<file path="config.mk">
export PLATFORM = sky130hd
export DESIGN_NAME = rlp_item_encoder_unit_flat
export DESIGN_NICKNAME = d
export VERILOG_FILES = /design/src/hw/rtl/rlpe_pkg.sv /design/src/hw/rtl/rlpe_req_if.sv /design/src/hw/rtl/rlpe_rsp_if.sv /design/src/hw/rtl/rlpe_queue.sv /design/src/hw/rtl/rlpe_front.sv /design/src/hw/rtl/rlpe_back.sv /design/src/hw/rtl/rlp_item_encoder_unit.sv /design/src/flat_wrapper.sv
export SDC_FILE = /design/constraint.sdc
export NUM_CORES = 1
export LEC_CHECK = 0
export BUFFER_PORTS_ARGS = -buffer_cell sky130_fd_sc_hd__buf_2
export CORE_MARGIN = 5
export CORE_UTILIZATION = 50
export CTS_BUF_LIST = sky130_fd_sc_hd__clkbuf_2
export DETAILED_ROUTE_END_ITERATION = 10
export GPL_TIMING_DRIVEN = 0
export HOLD_SLACK_MARGIN = 0.03
export PLACE_DENSITY = 0.79
export RECOVER_POWER = 100
export SLEW_MARGIN = 10
export SYNTH_ARGS = -nofsm -noshare
export SYNTH_HDL_FRONTEND = slang
export SYNTH_HIERARCHICAL = 1
export SYNTH_SLANG_ARGS = --single-unit
export TNS_END_PERCENT = 1
</file>
<file path="constraint.sdc">
create_clock -name clk -period 6.42 [get_ports clk]
set_input_delay 0.642 -clock clk [delete_from_list [all_inputs] [get_ports clk]]
set_output_delay 0.642 -clock clk [all_outputs]
set_load 0.02 [all_outputs]
</file>
<file path="src/hw/rtl/rlpe_pkg.sv">
// Shared types, constants and helper function of the RLP item encoder.
package rlpe_pkg;

	// Request kinds carried in the req_type field.
	typedef enum logic [1:0] {
		REQ_STR_START = 2'd0,
		REQ_STR_DATA  = 2'd1,
		REQ_UINT      = 2'd2,
		REQ_LIST      = 2'd3
	} req_type_t;

	// RLP prefix bases and the short-form length limit.
	localparam logic [7:0] RLP_STR_SHORT  = 8'h80;
	localparam logic [7:0] RLP_STR_LONG   = 8'hb7;
	localparam logic [7:0] RLP_LIST_SHORT = 8'hc0;
	localparam logic [7:0] RLP_LIST_LONG  = 8'hf7;
	localparam logic [7:0] RLP_SINGLE_LIM = 8'h80;
	localparam int unsigned RLP_SHORT_MAX = 55;

	// One classified request as it travels from the front to the back.
	typedef struct packed {
		logic [7:0]  head;
		logic [63:0] value;
		logic [3:0]  be_cnt;
		logic [7:0]  tail;
		logic        has_tail;
		logic        err;
	} job_t;

	// Number of bytes in the minimal big-endian form of a value.
	function automatic logic [3:0] byte_count(input logic [63:0] v);
		logic [3:0] n;
		n = 4'd0;
		for (int i = 0; i < 8; i++) begin
			if (|v[8*i +: 8]) begin
				n = 4'(i + 1);
			end
		end
		return n;
	endfunction

endpackage

</file>
<file path="src/hw/rtl/rlpe_req_if.sv">
// Request channel interface of the RLP item encoder.
interface rlpe_req_if;
	logic        valid;
	logic        ready;
	logic [1:0]  req_type;
	logic [7:0]  data_byte;
	logic [31:0] str_len;
	logic [63:0] uint_value;
	logic [31:0] list_len;

	modport source (
		output valid, req_type, data_byte, str_len, uint_value, list_len,
		input  ready
	);
	modport sink (
		input  valid, req_type, data_byte, str_len, uint_value, list_len,
		output ready
	);
endinterface

</file>
<file path="src/hw/rtl/rlpe_rsp_if.sv">
// Response channel interface of the RLP item encoder.
interface rlpe_rsp_if;
	logic       valid;
	logic       ready;
	logic [7:0] out_byte;
	logic       last_of_run;
	logic       error;

	modport source (
		output valid, out_byte, last_of_run, error,
		input  ready
	);
	modport sink (
		input  valid, out_byte, last_of_run, error,
		output ready
	);
endinterface

</file>
<file path="src/hw/rtl/rlpe_queue.sv">
// Two-entry job queue between the classifying front and the serialising back.
module rlpe_queue
	import rlpe_pkg::*;
(
	input  logic clk,
	input  logic arst_n,
	input  logic push,
	input  job_t push_job,
	output logic full,
	input  logic pop,
	output job_t pop_job,
	output logic empty
);

	job_t       slot_q [2];
	logic       wr_ptr_q;
	logic       rd_ptr_q;
	logic [1:0] count_q;

	assign full    = (count_q == 2'd2);
	assign empty   = (count_q == 2'd0);
	assign pop_job = slot_q[rd_ptr_q];

	// Pointer and occupancy bookkeeping.
	always_ff @(posedge clk or negedge arst_n) begin
		if (!arst_n) begin
			wr_ptr_q <= 1'b0;
			rd_ptr_q <= 1'b0;
			count_q  <= 2'd0;
		end else begin
			if (push) begin
				wr_ptr_q <= ~wr_ptr_q;
			end
			if (pop) begin
				rd_ptr_q <= ~rd_ptr_q;
			end
			if (push && !pop) begin
				count_q <= count_q + 2'd1;
			end else if (pop && !push) begin
				count_q <= count_q - 2'd1;
			end
		end
	end

	// Job storage needs no reset.
	always_ff @(posedge clk) begin
		if (push) begin
			slot_q[wr_ptr_q] <= push_job;
		end
	end

endmodule

</file>
<file path="src/hw/rtl/rlpe_front.sv">
// Front end: accepts requests, tracks the open string and classifies each request into a job.
module rlpe_front
	import rlpe_pkg::*;
#(
	parameter int unsigned MAX_LEN_BYTES = 4
) (
	input  logic clk,
	input  logic arst_n,
	rlpe_req_if.sink req,
	input  logic q_full,
	output logic push,
	output job_t push_job
);

	logic [31:0] bytes_rem_q;
	logic [31:0] bytes_rem_d;
	logic [3:0]  str_n;
	logic [3:0]  uint_n;
	logic [3:0]  list_n;
	logic        accept;
	job_t        job;

	assign req.ready = !q_full;
	assign accept    = req.valid && req.ready;
	assign push      = accept;
	assign push_job  = job;

	assign str_n  = byte_count({32'd0, req.str_len});
	assign uint_n = byte_count(req.uint_value);
	assign list_n = byte_count({32'd0, req.list_len});

	// Classify the request and work out the string state it leaves behind.
	always_comb begin
		job          = '0;
		bytes_rem_d  = bytes_rem_q;
		unique case (req_type_t'(req.req_type))
			REQ_STR_START: begin
				if (bytes_rem_q != 32'd0) begin
					job.err = 1'b1;
				end else if (req.str_len == 32'd0) begin
					job.head = RLP_STR_SHORT;
				end else if (req.str_len == 32'd1 && req.data_byte < RLP_SINGLE_LIM) begin
					job.head = req.data_byte;
				end else if (req.str_len <= 32'(RLP_SHORT_MAX)) begin
					job.head     = RLP_STR_SHORT + req.str_len[7:0];
					job.tail     = req.data_byte;
					job.has_tail = 1'b1;
					bytes_rem_d  = req.str_len - 32'd1;
				end else if (str_n > 4'(MAX_LEN_BYTES)) begin
					job.err = 1'b1;
				end else begin
					job.head     = RLP_STR_LONG + {4'd0, str_n};
					job.value    = {32'd0, req.str_len};
					job.be_cnt   = str_n;
					job.tail     = req.data_byte;
					job.has_tail = 1'b1;
					bytes_rem_d  = req.str_len - 32'd1;
				end
			end
			REQ_STR_DATA: begin
				if (bytes_rem_q == 32'd0) begin
					job.err = 1'b1;
				end else begin
					job.head    = req.data_byte;
					bytes_rem_d = bytes_rem_q - 32'd1;
				end
			end
			REQ_UINT: begin
				if (req.uint_value == 64'd0) begin
					job.head = RLP_STR_SHORT;
				end else if (req.uint_value < 64'(RLP_SINGLE_LIM)) begin
					job.head = req.uint_value[7:0];
				end else begin
					job.head   = RLP_STR_SHORT + {4'd0, uint_n};
					job.value  = req.uint_value;
					job.be_cnt = uint_n;
				end
			end
			REQ_LIST: begin
				if (req.list_len <= 32'(RLP_SHORT_MAX)) begin
					job.head = RLP_LIST_SHORT + req.list_len[7:0];
				end else if (list_n > 4'(MAX_LEN_BYTES)) begin
					job.err = 1'b1;
				end else begin
					job.head   = RLP_LIST_LONG + {4'd0, list_n};
					job.value  = {32'd0, req.list_len};
					job.be_cnt = list_n;
				end
			end
			default: begin
				job.err = 1'b1;
			end
		endcase
	end

	// String bytes still expected.
	always_ff @(posedge clk or negedge arst_n) begin
		if (!arst_n) begin
			bytes_rem_q <= 32'd0;
		end else if (accept) begin
			bytes_rem_q <= bytes_rem_d;
		end
	end

endmodule

</file>
<file path="src/hw/rtl/rlpe_back.sv">
// Back end: serialises queued jobs into output bytes, one per cycle while rsp.ready allows, through an output register.
module rlpe_back
	import rlpe_pkg::*;
(
	input  logic clk,
	input  logic arst_n,
	input  logic q_empty,
	input  job_t q_job,
	output logic pop,
	rlpe_rsp_if.source rsp
);

	job_t       cur_q;
	logic       cur_valid_q;
	logic       head_pend_q;
	logic [3:0] cnt_q;
	logic       tail_pend_q;

	logic       out_valid_q;
	logic [7:0] out_byte_q;
	logic       out_last_q;
	logic       out_err_q;

	logic       emit;
	logic       emit_last;
	logic [7:0] emit_byte;
	logic [2:0] sel;

	assign rsp.valid       = out_valid_q;
	assign rsp.out_byte    = out_byte_q;
	assign rsp.last_of_run = out_last_q;
	assign rsp.error       = out_err_q;

	assign sel  = 3'(cnt_q - 4'd1);
	assign emit = cur_valid_q && (!out_valid_q || rsp.ready);
	assign pop  = !q_empty && (!cur_valid_q || (emit && emit_last));

	// Pick the next byte of the current job: header, length or value bytes, then tail.
	always_comb begin
		if (head_pend_q) begin
			emit_byte = cur_q.head;
			emit_last = (cnt_q == 4'd0) && !tail_pend_q;
		end else if (cnt_q != 4'd0) begin
			emit_byte = cur_q.value[8*sel +: 8];
			emit_last = (cnt_q == 4'd1) && !tail_pend_q;
		end else begin
			emit_byte = cur_q.tail;
			emit_last = 1'b1;
		end
	end

	// Job sequencing state.
	always_ff @(posedge clk or negedge arst_n) begin
		if (!arst_n) begin
			cur_valid_q <= 1'b0;
			head_pend_q <= 1'b0;
			cnt_q       <= 4'd0;
			tail_pend_q <= 1'b0;
		end else if (pop) begin
			cur_valid_q <= 1'b1;
			head_pend_q <= 1'b1;
			cnt_q       <= q_job.be_cnt;
			tail_pend_q <= q_job.has_tail;
		end else if (emit) begin
			if (emit_last) begin
				cur_valid_q <= 1'b0;
			end else if (head_pend_q) begin
				head_pend_q <= 1'b0;
			end else if (cnt_q != 4'd0) begin
				cnt_q <= cnt_q - 4'd1;
			end else begin
				tail_pend_q <= 1'b0;
			end
		end
	end

	// Current job payload.
	always_ff @(posedge clk) begin
		if (pop) begin
			cur_q <= q_job;
		end
	end

	// Output register valid flag.
	always_ff @(posedge clk or negedge arst_n) begin
		if (!arst_n) begin
			out_valid_q <= 1'b0;
		end else if (emit) begin
			out_valid_q <= 1'b1;
		end else if (rsp.ready) begin
			out_valid_q <= 1'b0;
		end
	end

	// Output register payload.
	always_ff @(posedge clk) begin
		if (emit) begin
			out_byte_q <= emit_byte;
			out_last_q <= emit_last;
			out_err_q  <= cur_q.err;
		end
	end

endmodule

</file>
<file path="src/hw/rtl/rlp_item_encoder_unit.sv">
// A request's first byte passes through the queue slot, current-job and output registers.
// One output byte per cycle while rsp.ready allows; a request producing k bytes holds
// the serialiser until all k are emitted, so string data bytes stream at one per cycle.
// A two-entry job queue lets requests be accepted while earlier jobs are serialised.
// Reset clears the open-string count, the queue and the output register; no clearing pass.
module rlp_item_encoder_unit
	import rlpe_pkg::*;
#(
	parameter int unsigned MAX_LEN_BYTES = 4
) (
	input  logic clk,
	input  logic arst_n,
	rlpe_req_if.sink   req,
	rlpe_rsp_if.source rsp
);

	logic q_full;
	logic q_empty;
	logic q_push;
	logic q_pop;
	job_t push_job;
	job_t pop_job;

	// Request classification and string tracking.
	rlpe_front #(
		.MAX_LEN_BYTES(MAX_LEN_BYTES)
	) u_front (
		.clk      (clk),
		.arst_n   (arst_n),
		.req      (req),
		.q_full   (q_full),
		.push     (q_push),
		.push_job (push_job)
	);

	// Decoupling queue.
	rlpe_queue u_queue (
		.clk      (clk),
		.arst_n   (arst_n),
		.push     (q_push),
		.push_job (push_job),
		.full     (q_full),
		.pop      (q_pop),
		.pop_job  (pop_job),
		.empty    (q_empty)
	);

	// Byte serialiser.
	rlpe_back u_back (
		.clk     (clk),
		.arst_n  (arst_n),
		.q_empty (q_empty),
		.q_job   (pop_job),
		.pop     (q_pop),
		.rsp     (rsp)
	);

endmodule
</file>
<file path="src/flat_wrapper.sv">
// flat-port wrapper written by rule: the top's interface ports become plain ports
module rlp_item_encoder_unit_flat import rlpe_pkg::*;
#(
	parameter int unsigned MAX_LEN_BYTES = 4
)
  (clk, arst_n, req_valid, req_req_type, req_data_byte, req_str_len, req_uint_value, req_list_len, req_ready, rsp_valid, rsp_out_byte, rsp_last_of_run, rsp_error, rsp_ready);
  rlpe_req_if req_i ();
  rlpe_rsp_if rsp_i ();
  input  logic clk;
  input  logic arst_n;
  input wire logic [$bits(req_i.valid)-1:0] req_valid;
  input wire logic [$bits(req_i.req_type)-1:0] req_req_type;
  input wire logic [$bits(req_i.data_byte)-1:0] req_data_byte;
  input wire logic [$bits(req_i.str_len)-1:0] req_str_len;
  input wire logic [$bits(req_i.uint_value)-1:0] req_uint_value;
  input wire logic [$bits(req_i.list_len)-1:0] req_list_len;
  output wire logic [$bits(req_i.ready)-1:0] req_ready;
  output wire logic [$bits(rsp_i.valid)-1:0] rsp_valid;
  output wire logic [$bits(rsp_i.out_byte)-1:0] rsp_out_byte;
  output wire logic [$bits(rsp_i.last_of_run)-1:0] rsp_last_of_run;
  output wire logic [$bits(rsp_i.error)-1:0] rsp_error;
  input wire logic [$bits(rsp_i.ready)-1:0] rsp_ready;
  assign req_i.valid = req_valid;
  assign req_i.req_type = req_req_type;
  assign req_i.data_byte = req_data_byte;
  assign req_i.str_len = req_str_len;
  assign req_i.uint_value = req_uint_value;
  assign req_i.list_len = req_list_len;
  assign req_ready = req_i.ready;
  assign rsp_valid = rsp_i.valid;
  assign rsp_out_byte = rsp_i.out_byte;
  assign rsp_last_of_run = rsp_i.last_of_run;
  assign rsp_error = rsp_i.error;
  assign rsp_i.ready = rsp_ready;
  rlp_item_encoder_unit #(.MAX_LEN_BYTES(MAX_LEN_BYTES)) u_core (.clk(clk), .arst_n(arst_n), .req(req_i), .rsp(rsp_i));
endmodule
</file>
==> metrics, run 1 <==
critical path startpoint=u_core/u_front/bytes_rem_q[0]$_DFFE_PN0P_; CP max FO=8; initial antenna violation count=6; vias in the first global route=11800; Worst setup SP type=register; WP data required=6.91 ns; R2R setup slack=1.77 ns; DR vias/cell=6.21; total gr overflow=0; RR Endpoint=u_core/u_queue/slot_q[0][82]$_DFFE_PP_; Cell Rows=63; CP endpoint=u_core/u_queue/slot_q[0][82]$_DFFE_PP_; status=finished, violations left; Synth Flop Type=edfxtp_1; clock slew at reported path FFs=around 0.1 ns; Non-Filler Instances=1868; Total GRT Usage=25.8%; CTS sink count=307; mapped cell area=approximately 15000 um^2; Num CTS Buffers=78; Tot Pwr=6.52 mW; CP cell instances=inv_1 -> ha_1 -> or3b_1 -> or4_1 -> or4_1 -> nor4_1 -> inv_1 -> o311ai_0; drt wl/cell=23.6 um; worst-case reg-to-reg path depth=8; Peak VDD IR=0.187 mV; IO Port Bufs=150; RePlAce Congestion=1.03; clock latency on the worst-skew pair=0.87 ns; Die Wd=184 um; failing checks=max-capacitance violations, max-slew violations; fin crit share=72.4%; Initial DRC Count=1599; DP Wirelength=around 32 mm; Netlist cell types=75; Area Overhead vs Synth=12.7%; final wirelength=approximately 44 mm; Core Util, Final=57.3%; Resized Gates After CTS=0; register area share after synthesis=59.4%; synth warn=6; Setup crit end kind=register; top cells by count, synth=edfxtp_1 (263), nand2_1 (119), mux2_2 (60); PwrDens=~380 nW/um^2; CP max stage cell=nor4_1; Worst EP arrival=5.14 ns; minimum clock period=approximately 4.6 ns; vias=11600; Fmax achieved=roughly 220 MHz; Ports=154; height of the die=184 um; Least-Margin Pin Slew=roughly 3.3 ns; EDFF count, synth=263; Post-DRT Antenna Nets=0; area leader, netlist=edfxtp_1; worst hold slack=about 0.13 ns; drt first pass iters=6; layout cells sized above 1=24.3%; Nets=1572; Leak Pwr=6.08 nW; RSZ-0062 raised after global routing=false; clk root buf=clkbuf_2; Die ar.=33900 um^2; top area cells in the synthesized netlist=edfxtp_1 (52%), dfrtp_1 (7.3%), mux2_2 (4.5%), mux2_4 (3.0%), nand2_1 (2.9%); Hold WC Path Type=in -> reg; Setup CP Type=reg -> reg; Yosys top cell area share=52.1%; gate count after technology mapping=about 1200; Max-Cap Viols=2; first-pass GRT wire length=roughly 67 mm; register bit total from synthesis=approximately 300; CP max stage delay=1.04 ns; most numerous cell in the Yosys netlist=edfxtp_1; Final Slew Violations=64; Rel. slew slack=-123%; Synth Net Count=1326; # placed instances=between 1500 and 2000; Starting Density=50.8%; mean post-synth cell area=12.9 um^2; DRC viols=0; pin count of the biggest net entering global routing=62; hold violation count in the final report=0; clk buf depth=3; Core ar.=29800 um^2; CTS tree=yes; Worst R2R Start=u_core/u_front/bytes_rem_q[0]$_DFFE_PN0P_; # H-tree levels=3; Final Setup Violations=0; FFs w/ async S/R, synth=14.3%; Max Clock Skew=0.106 ns
==> where the power goes <==
part / internal (mW) / leakage (nW) / switching (mW)
sequential: 2.89 / 3.00 / 0.269
clock: 0.530 / 0.526 / 0.779
combinational: 0.804 / 2.56 / 1.25
==> repair_timing <==
item	in CTS	in global routing
buffers inserted	0	0
hold endpoints to repair	47	0
hold buffers	10	0
==> critical path, delay by kind of cell, from the launching register on <==
kind,cells,cell delay (ns)
AO/OA/AOI/OAI,1,0.61
adder cells (fa/ha/maj),1,0.20
buffers and inverters,2,0.28
flip-flops,1,0.46
AND/OR/NAND/NOR,4,2.74
==> metal layers <==
layer  GRT usage (%)  vias to the layer above  routed length [um]
li1                -                     5119                   -
met1            33.0                     5526               16600
met2            41.0                      815               20600
met3            6.67                      133                4970
met4            12.7                        4                1980
met5               0                        -                  18
==> through the flow <==
step | worst slack (ns) | setup TNS, ns | instance area (um^2)
floorplan | 1.22 | 0 | 15100
global placement | -1.21 | -103.13 | 16400
detailed placement | 2.37 | 0 | 16500
CTS | 2.75 | 0 | 17300
global route | 1.53 | 0 | 17100
finish | 1.77 | 0 | 17100
==> how the worst min path moves through the flow <==
stage | start | to | slack (ns) | cells after the start
finish | req_uint_value[43] | u_core/u_queue/slot_q[0][57]$_DFFE_PP_ | 0.13 | 2
global placement | u_core/u_back/cur_q[0]$_DFFE_PP_ | u_core/u_back/rsp.error$_DFFE_PP_ | 0.41 | 0
global route | req_uint_value[43] | u_core/u_queue/slot_q[0][57]$_DFFE_PP_ | 0.06 | 2
floorplan | arst_n | u_core/u_back/cnt_q[0]$_DFFE_PN0P_ | 0.35 | 0
CTS | req_uint_value[43] | u_core/u_queue/slot_q[0][57]$_DFFE_PP_ | 0.03 | 2
detailed placement | u_core/u_back/cur_q[0]$_DFFE_PP_ | u_core/u_back/rsp.error$_DFFE_PP_ | 0.40 | 0
==> state kept, by name (all words and copies together) (netlist names) <==
register	flops
u_core/u_front/bytes_rem_q	32
u_core/u_back/rsp.last_of_run	1
u_core/u_queue/count_q	2
u_core/u_back/rsp.out_byte	8
u_core/u_queue/rd_ptr_q	1
u_core/u_back/cur_q	81
u_core/u_back/tail_pend_q	1
u_core/u_back/head_pend_q	1
u_core/u_back/cnt_q	4
u_core/u_queue/wr_ptr_q	1
u_core/u_back/rsp.valid	1
u_core/u_back/rsp.error	1
u_core/u_queue/slot_q	172
u_core/u_back/cur_valid_q	1
==> final cells by class <==
class                   instances  area (um^2)
diodes                          4         10.0
plain buffers                  62          243
clock buffers                 104          520
clock inverters                32          198
fillers                      2478        12700
inverters                      21         81.3
multi-input cells             782         5600
flip-flops and latches        307         9000
well taps                     390          488
repair buffers                166          928
==> kinds of logic after synthesis <==
family / Yosys count / synth area share [%]
AO/OA/AOI/OAI: 217 / 10.4
XOR/XNOR: 37 / 2.14
adder cells (fa/ha/maj): 12 / 0.991
buffers and inverters: 83 / 2.61
flip-flops: 307 / 59.4
multiplexers: 111 / 10.2
AND/OR/NAND/NOR: 405 / 14.3
==> cells in the final DEF, fill, tap and decap left out, drive strengths merged, types with 12 or more instances in the layout <==
master | netlist | layout
edfxtp | 263 | 263
a21oi | 41 | 41
and2 | 47 | 47
xor2 | 24 | 24
o22ai | 15 | 15
nor2 | 46 | 46
nand4 | 13 | 13
mux4 | 16 | 16
a31oi | 23 | 23
or3 | 13 | 13
ha | 12 | 12
nand3 | 27 | 27
mux2 | 92 | 92
xnor2 | 13 | 13
dfrtp | 44 | 44
inv | 21 | 22
nand2 | 119 | 119
nor3 | 25 | 25
nand2b | 13 | 13
clkinv | 0 | 28
buf | 25 | 145
a22oi | 36 | 36
o21ai | 31 | 31
or4 | 25 | 25
nor4 | 49 | 49
clkbuf | 37 | 177
No activity file was read; power rests on OpenSTA's default activity.
==> inputs of run 2 (changes only) <==
==> constraint.sdc (replaced) <==
create_clock -name clk -period 4.6 [get_ports clk]
set_input_delay 0.46 -clock clk [delete_from_list [all_inputs] [get_ports clk]]
set_output_delay 0.46 -clock clk [all_outputs]
set_load 0.02 [all_outputs]
==> run 2 against run 1 <==
Net effect: the flow still finishes with violations (max-capacitance violations, max-slew violations); global-route usage up 1.7 points; first-iteration DRC count down 3.7%; count of clock-buffer cells in the layout increased by 4; cell count up 5.4%; via count grew 3.7%; register-to-register slack worse by 1.7 ns; non-clock buffer count grew 108; worst hold slack worse by 0.054 ns; clock power is 47% higher; largest power group unchanged.
==> metrics, run 2 (synthesis results as in run 1) <==
status=finished, violations left (unchanged); failing checks=max-capacitance violations, max-slew violations (unchanged); Die ar.=33900 um^2 (unchanged); CP max FO=10 (was 8); DP Wirelength=32.7 mm (was 32.1 mm); IO Port Bufs=150 (unchanged); Setup WS pre-CTS=0.776 ns (was 2.37 ns); clk root buf=clkbuf_2 (unchanged); first-pass GRT wire length=70.6 mm (was 66.7 mm); Fmax achieved=218 MHz; initial antenna violation count=2 (was 6); Total GRT Usage=27.5% (was 25.8%); Final Cell Area=18200 um^2 (was 17100 um^2); Initial DRC Count=1540 (was 1599); Hold WC Path Type=in -> reg (unchanged); fin crit share=99.8%; Least-Margin Pin Slew=2.73 ns (was 3.35 ns); Rel. slew slack=-82.0% (was -123%); most frequent cells in the layout=edfxtp_1 (263), buf_2 (137), dlygate4sd3_1 (119), nand2_1 (119), clkbuf_2 (108) (was edfxtp_1 (263), buf_2 (138), nand2_1 (119), clkbuf_2 (104), clkbuf_1 (73)); Leak Pwr=6.53 nW (was 6.08 nW); Final Setup Violations=0 (unchanged); clock slew at reported path FFs=0.08 ns (was 0.10 ns); Ports=154 (unchanged); Core ar.=29800 um^2 (unchanged); Cell Rows=63 (unchanged); RePlAce Congestion=1.01 (was 1.03); Tot Pwr=9.29 mW (was 6.52 mW); pin count of the biggest net entering global routing=62 (unchanged); minimum clock period=4.59 ns; Core Util, Final=61.1% (was 57.3%); Setup CP Type=in -> reg (was reg -> reg); # H-tree levels=3 (unchanged); RSZ-0062 raised after global routing=false (unchanged); setup ws final=0.0103 ns (was 1.77 ns); drt wl/cell=23.8 um (was 23.6 um); drt first pass iters=6 (unchanged); worst hold slack=0.0755 ns (was 0.129 ns); WP data required=5.21 ns (was 6.91 ns); PwrDens=511 nW/um^2 (was 382 nW/um^2); Nets=1678 (was 1572); vias=12000 (was 11600); Area Overhead vs Synth=20.1% (was 12.7%); CTS tree=yes (unchanged); final wirelength=46.8 mm (was 44.1 mm); Max Clock Skew=0.118 ns (was 0.106 ns); Max-Cap Viols=3 (was 2); postcts setup bufs=0 (unchanged); dpl cell area=16500 um^2 (unchanged); clock latency on the worst-skew pair=0.92 ns (was 0.87 ns); commonest non-fill, non-tap cell in the layout=edfxtp_1 (unchanged); max reg flops=172 (unchanged); CTS sink count=307 (unchanged); Largest Register=u_core/u_queue/slot_q (unchanged); layout cells sized above 1=23.4% (was 24.3%); vias in the first global route=12400 (was 11800); height of the die=184 um (unchanged); DRC viols=0 (unchanged); Setup crit end kind=register (unchanged); Die Wd=184 um (unchanged); total gr overflow=0 (unchanged); Post-DRT Antenna Nets=0 (unchanged); Peak VDD IR=0.241 mV (was 0.187 mV); Worst setup SP type=primary input (was register); Num CTS Buffers=76 (was 78); DR vias/cell=6.11 (was 6.21); worst-case reg-to-reg path depth=8 (unchanged); clk buf depth=3 (unchanged); Starting Density=50.8% (unchanged); Worst EP arrival=5.20 ns (was 5.14 ns); hold violation count in the final report=0 (unchanged); biggest regs=u_core/u_queue/slot_q (172), u_core/u_back/cur_q (81), u_core/u_front/bytes_rem_q (32) (unchanged); Final Slew Violations=110 (was 64); hold path cells=4 (was 2)
run 2: area by class of cell:
cell class	count	area, um^2
Fill cell	2384	11600
Sequential cell	307	9000
Multi-Input combinational cell	782	5650
Timing Repair Buffer	274	1990
Clock buffer	108	541
Tap cell	390	488
Buffer	62	248
Clock inverter	24	194
Inverter	21	81.3
Antenna cell	1	2.50
run 2: metal layers:
metal	part of all wire [%]	GRT usage (%)	routed length, um	vias to the layer above
li1	-	-	-	5319
met1	38	35.1	17800	5756
met2	48	44.7	22300	791
met3	9.5	6.03	4430	153
met4	4.6	13.3	2160	2
met5	0.028	0	13	-
run 2: critical path, stage by stage:
cell           delay, ns
dlygate4sd3_1       0.55
clkbuf_1            0.12
nor4_1              0.74
nand4_1             0.22
or4_1               0.52
o21a_1              0.21
clkbuf_1            0.29
clkbuf_1            0.45
a22oi_1             0.36
dlygate4sd3_1       0.60
nand2_1             0.08
dlygate4sd3_1       0.59
run 2: path summary, 6_finish.rpt:
check	start	end	slack, ns
max	req_uint_value[14]	u_core/u_queue/slot_q[1][35]$_DFFE_PP_	0.01
min	req_str_len[18]	u_core/u_front/bytes_rem_q[18]$_DFFE_PN0P_	0.08
max reg2reg	u_core/u_front/bytes_rem_q[7]$_DFFE_PN0P_	u_core/u_queue/slot_q[1][42]$_DFFE_PP_	0.10
min reg2reg	u_core/u_back/cur_q[0]$_DFFE_PP_	u_core/u_back/rsp.error$_DFFE_PP_	0.43
max in group asynchronous	arst_n	u_core/u_back/cur_valid_q$_DFFE_PN0P_	2.00
min in group asynchronous	arst_n	u_core/u_front/bytes_rem_q[25]$_DFFE_PN0P_	1.02
run 2: metrics by stage:
step	cells	setup TNS, ns
after CTS	1966	0
final	1969	0
after global placement	1712	-38.73
after detailed placement	1717	0
after floorplan	1172	0
after global routing	1969	0
run 2: timing repair:
action | 4_1_cts | 5_1_grt
setup endpoints to repair | 0 | 16
hold buffers | 117 | 2
gates resized for setup | 0 | 5
endpoints found under the hold margin | 196 | 3
run 2: power breakdown:
group | internal (mW) | switching, mW | total, mW
sequential | 4.03 | 0.390 | 4.42
combinational | 1.18 | 1.78 | 2.96
clock | 0.808 | 1.11 | 1.92
==> inputs of run 3 (changes only) <==
--- a/config.mk
+++ b/config.mk
@@ -5,6 +5,7 @@
 export SDC_FILE = /design/constraint.sdc
 export NUM_CORES = 1
 export LEC_CHECK = 0
+export ABC_AREA = 1
 export BUFFER_PORTS_ARGS = -buffer_cell sky130_fd_sc_hd__buf_2
 export CORE_MARGIN = 5
 export CORE_UTILIZATION = 50
==> run 3 against run 2 <==
Net effect: the flow still finishes with violations (max-capacitance violations, max-slew violations); non-clock buffer count down 34; critical path type is now reg -> reg; core utilization down 2.0 points; clock power down 9%; design area up 1.9%; worst hold slack better by 0.018 ns; fmax up 16%; cell count up 24%; sequential share of layout area down 0.93 points.
==> metrics, run 3 <==
status=finished, violations left (unchanged); failing checks=max-capacitance violations, max-slew violations (unchanged); DRC viols=0 (unchanged); postcts setup bufs=0 (unchanged); Resized Gates After CTS=0 (unchanged); clock slew at reported path FFs=0.10 ns (was 0.08 ns); setup TNS=0 ns (unchanged); DP Wirelength=35.0 mm (was 32.7 mm); Fmax achieved=254 MHz (was 218 MHz); hold violation count in the final report=0 (unchanged); Final Slew Violations=108 (was 110); CP max FO=10 (unchanged); critical path startpoint=u_core/u_front/bytes_rem_q[0]$_DFFE_PN0P_ (was req_uint_value[14]); clock latency on the worst-skew pair=0.89 ns (was 0.92 ns); Synth Net Count=1805 (was 1326); fillcell total=2769 (was 2384); CP max stage cell=dlygate4sd3_1 (was nor4_1); Nets=2143 (was 1678); RSZ-0062 raised after global routing=false (unchanged); commonest non-fill, non-tap cell in the layout=nand2_1 (was edfxtp_1); Max Clock Skew=0.0878 ns (was 0.118 ns); Total GRT Usage=26.9% (was 27.5%); first-pass GRT wire length=73.7 mm (was 70.6 mm); Ports=154 (unchanged); synth warn=6 (unchanged); Worst R2R Start=u_core/u_front/bytes_rem_q[0]$_DFFE_PN0P_ (was u_core/u_front/bytes_rem_q[7]$_DFFE_PN0P_); Worst setup SP type=register (was primary input); FFs w/ async S/R, synth=14.3% (unchanged); top cells by count, synth=nand2_1 (462), edfxtp_1 (263), nor2_1 (238) (was edfxtp_1 (263), nand2_1 (119), mux2_2 (60)); DR vias/cell=5.44 (was 6.11); register bit total from synthesis=307 (unchanged); height of the die=188 um (was 184 um); WP data required=5.31 ns (was 5.21 ns); biggest regs=u_core/u_queue/slot_q (172), u_core/u_back/cur_q (81), u_core/u_front/bytes_rem_q (32) (unchanged); CP cell instances=inv_1 -> ha_1 -> clkinv_1 -> nor2_1 -> nand3_2 -> nor2_1 -> nand4_2 -> nor2_1 -> nand4_4 -> nor2_4 -> buf_6 -> nand2_1 -> nand3_1 -> dlygate4sd3_1 (was dlygate4sd3_1 -> clkbuf_1 -> nor4_1 -> nand4_1 -> or4_1 -> o21a_1 -> clkbuf_1 -> clkbuf_1 -> a22oi_1 -> dlygate4sd3_1 -> nand2_1 -> dlygate4sd3_1); IO Port Bufs=153 (was 150); Levels on crit path=14 (was 12); Core ar.=31400 um^2 (was 29800 um^2); RePlAce Congestion=0.999 (was 1.01); family with the most delay on the worst path=simple AND/OR/NAND/NOR gates (was buffers and inverters); Max-Cap Viols=3 (unchanged); Cell Rows=65 (was 63); RR Endpoint=u_core/u_queue/slot_q[1][34]$_DFFE_PP_ (was u_core/u_queue/slot_q[1][42]$_DFFE_PP_); final wirelength=48.0 mm (was 46.8 mm); clk root buf=clkbuf_2 (unchanged); fin crit share=85.8% (was 99.8%); layout cells sized above 1=17.4% (was 23.4%); dpl cell area=17200 um^2 (was 16500 um^2); vias in the first global route=13500 (was 12400); mapped cell area=15800 um^2 (was 15100 um^2); Initial DRC Count=1472 (was 1540); total gr overflow=0 (unchanged); # H-tree levels=3 (unchanged); Die ar.=35300 um^2 (was 33900 um^2); pin count of the biggest net entering global routing=66 (was 62); gate count after technology mapping=1651 (was 1172); PwrDens=520 nW/um^2 (was 511 nW/um^2); drt first pass iters=6 (unchanged); max reg flops=172 (unchanged); Leak Pwr=7.77 nW (was 6.53 nW); Num CTS Buffers=79 (was 76); CP endpoint=u_core/u_queue/slot_q[1][34]$_DFFE_PP_ (was u_core/u_queue/slot_q[1][35]$_DFFE_PP_); Yosys top cell area share=49.9% (was 52.1%); Final Cell Area=18500 um^2 (was 18200 um^2); CTS sink count=307 (unchanged); Largest Register=u_core/u_queue/slot_q (unchanged); Final Setup Violations=0 (unchanged); CTS tree=yes (unchanged); Least-Margin Pin Slew=2.89 ns (was 2.73 ns); most frequent cells in the layout=nand2_1 (463), edfxtp_1 (263), nor2_1 (246), buf_2 (141), nand3_1 (136) (was edfxtp_1 (263), buf_2 (137), dlygate4sd3_1 (119), nand2_1 (119), clkbuf_2 (108)); EDFF count, synth=263 (unchanged); worst-case reg-to-reg path depth=14 (was 8); Starting Density=50.4% (was 50.8%); Multi-input gate area=5810 um^2 (was 5650 um^2); Hold WC Path Type=in -> reg (unchanged); minimum clock period=3.94 ns (was 4.59 ns); area leader, netlist=edfxtp_1 (unchanged); Core Util, Final=59.1% (was 61.1%); top area cells in the synthesized netlist=edfxtp_1 (50%), nand2_1 (11%), dfrtp_1 (7.0%), nor2_1 (5.6%), nand3_1 (4.2%) (was edfxtp_1 (52%), dfrtp_1 (7.3%), mux2_2 (4.5%), mux2_4 (3.0%), nand2_1 (2.9%)); Synth Flop Type=edfxtp_1 (unchanged); R2R setup slack=0.66 ns (was 0.10 ns); Area Overhead vs Synth=17.2% (was 20.1%); Worst EP arrival=4.65 ns (was 5.20 ns); clk buf depth=3 (unchanged); vias=13300 (was 12000); Rel. slew slack=-92.4% (was -82.0%); Register Area=9000 um^2 (unchanged); Die Wd=188 um (was 184 um); register area share after synthesis=56.9% (was 59.4%); initial antenna violation count=3 (was 2); drt wl/cell=19.7 um (was 23.8 um); WP buf/inv=4 (was 6); most numerous cell in the Yosys netlist=nand2_1 (was edfxtp_1); mean post-synth cell area=9.59 um^2 (was 12.9 um^2); Post-DRT Antenna Nets=0 (unchanged); Setup crit end kind=register (unchanged); hold_buf cts=96 (was 117); CP max stage delay=0.63 ns (was 0.74 ns); Setup CP Type=reg -> reg (was in -> reg); CP most frequent cell=nor2_1; Peak VDD IR=0.276 mV (was 0.241 mV); Netlist cell types=45 (was 75)
-- run 3: layout make-up --
class | count | area share [%]
antenna | 2 | 0.0270
buffer | 45 | 1.11
clock buffer | 110 | 2.97
clock inverter | 17 | 0.533
inverter | 147 | 3.02
multi-input combinational | 1152 | 31.3
sequential | 307 | 48.5
tap | 402 | 2.71
timing repair buffer | 257 | 9.78
-- run 3: worst reg2reg max path, cell delays in order, from the launching register on --
cell	delay, ns
dfrtp_1	0.39
inv_1	0.11
ha_1	0.32
clkinv_1	0.11
nor2_1	0.24
nand3_2	0.13
nor2_1	0.25
nand4_2	0.17
nor2_1	0.34
nand4_4	0.30
nor2_4	0.35
buf_6	0.22
nand2_1	0.09
nand3_1	0.14
dlygate4sd3_1	0.63
-- run 3: logic make-up (layout without fill, tap and decap cells) --
logic type,count (synthesis),count (layout),synth area share [%]
fa+ha+maj,12,12,0.949
buf+inv,192,576,5.35
simple gates,898,898,23.9
mux,86,86,6.83
xor+xnor,29,29,1.65
compound gates,127,127,4.50
other cells,0,2,0
flops,307,307,56.9
-- run 3: worst min path at each step --
stage / startpoint / endpoint / cells past startpoint
3_5_place_dp: u_core/u_back/cur_q[0]$_DFFE_PP_ / u_core/u_back/rsp.error$_DFFE_PP_ / 0
6_report: req_str_len[24] / u_core/u_front/bytes_rem_q[24]$_DFFE_PN0P_ / 6
4_1_cts: req_uint_value[14] / u_core/u_queue/slot_q[0][28]$_DFFE_PP_ / 3
3_3_place_gp: u_core/u_back/cur_q[0]$_DFFE_PP_ / u_core/u_back/rsp.error$_DFFE_PP_ / 0
5_1_grt: req_list_len[13] / u_core/u_queue/slot_q[0][27]$_DFFE_PP_ / 3
2_1_floorplan: arst_n / u_core/u_back/cnt_q[0]$_DFFE_PN0P_ / 0
-- run 3: power by group --
part	switching, mW	leakage (nW)	internal [mW]
Combinational	2.34	4.23	1.15
Clock	1.09	0.505	0.651
Sequential	0.347	3.03	4.07
Total	3.78	7.77	5.87
-- run 3: metrics by stage --
step	hold WS, ns	setup slack (ns)	instances	power (mW)
3_3_place_gp	0.452	-0.300	2206	7.97
6_report	0.0936	0.655	2439	9.65
4_1_cts	0.0370	1.15	2434	9.92
3_5_place_dp	0.459	1.61	2211	8.11
2_1_floorplan	0.164	0.878	1651	6.88
5_1_grt	0.0240	0.514	2439	10.2
-- run 3: layer usage --
| metal | vias to the layer above | global-route usage [%] | share of wire (%) |
|---|---|---|---|
| li1 | 6269 | - | - |
| met1 | 6172 | 34.3 | 39 |
| met2 | 692 | 44.2 | 48 |
| met3 | 146 | 5.77 | 8.7 |
| met4 | 0 | 12.3 | 4.5 |
| met5 | - | 0 | 0 |
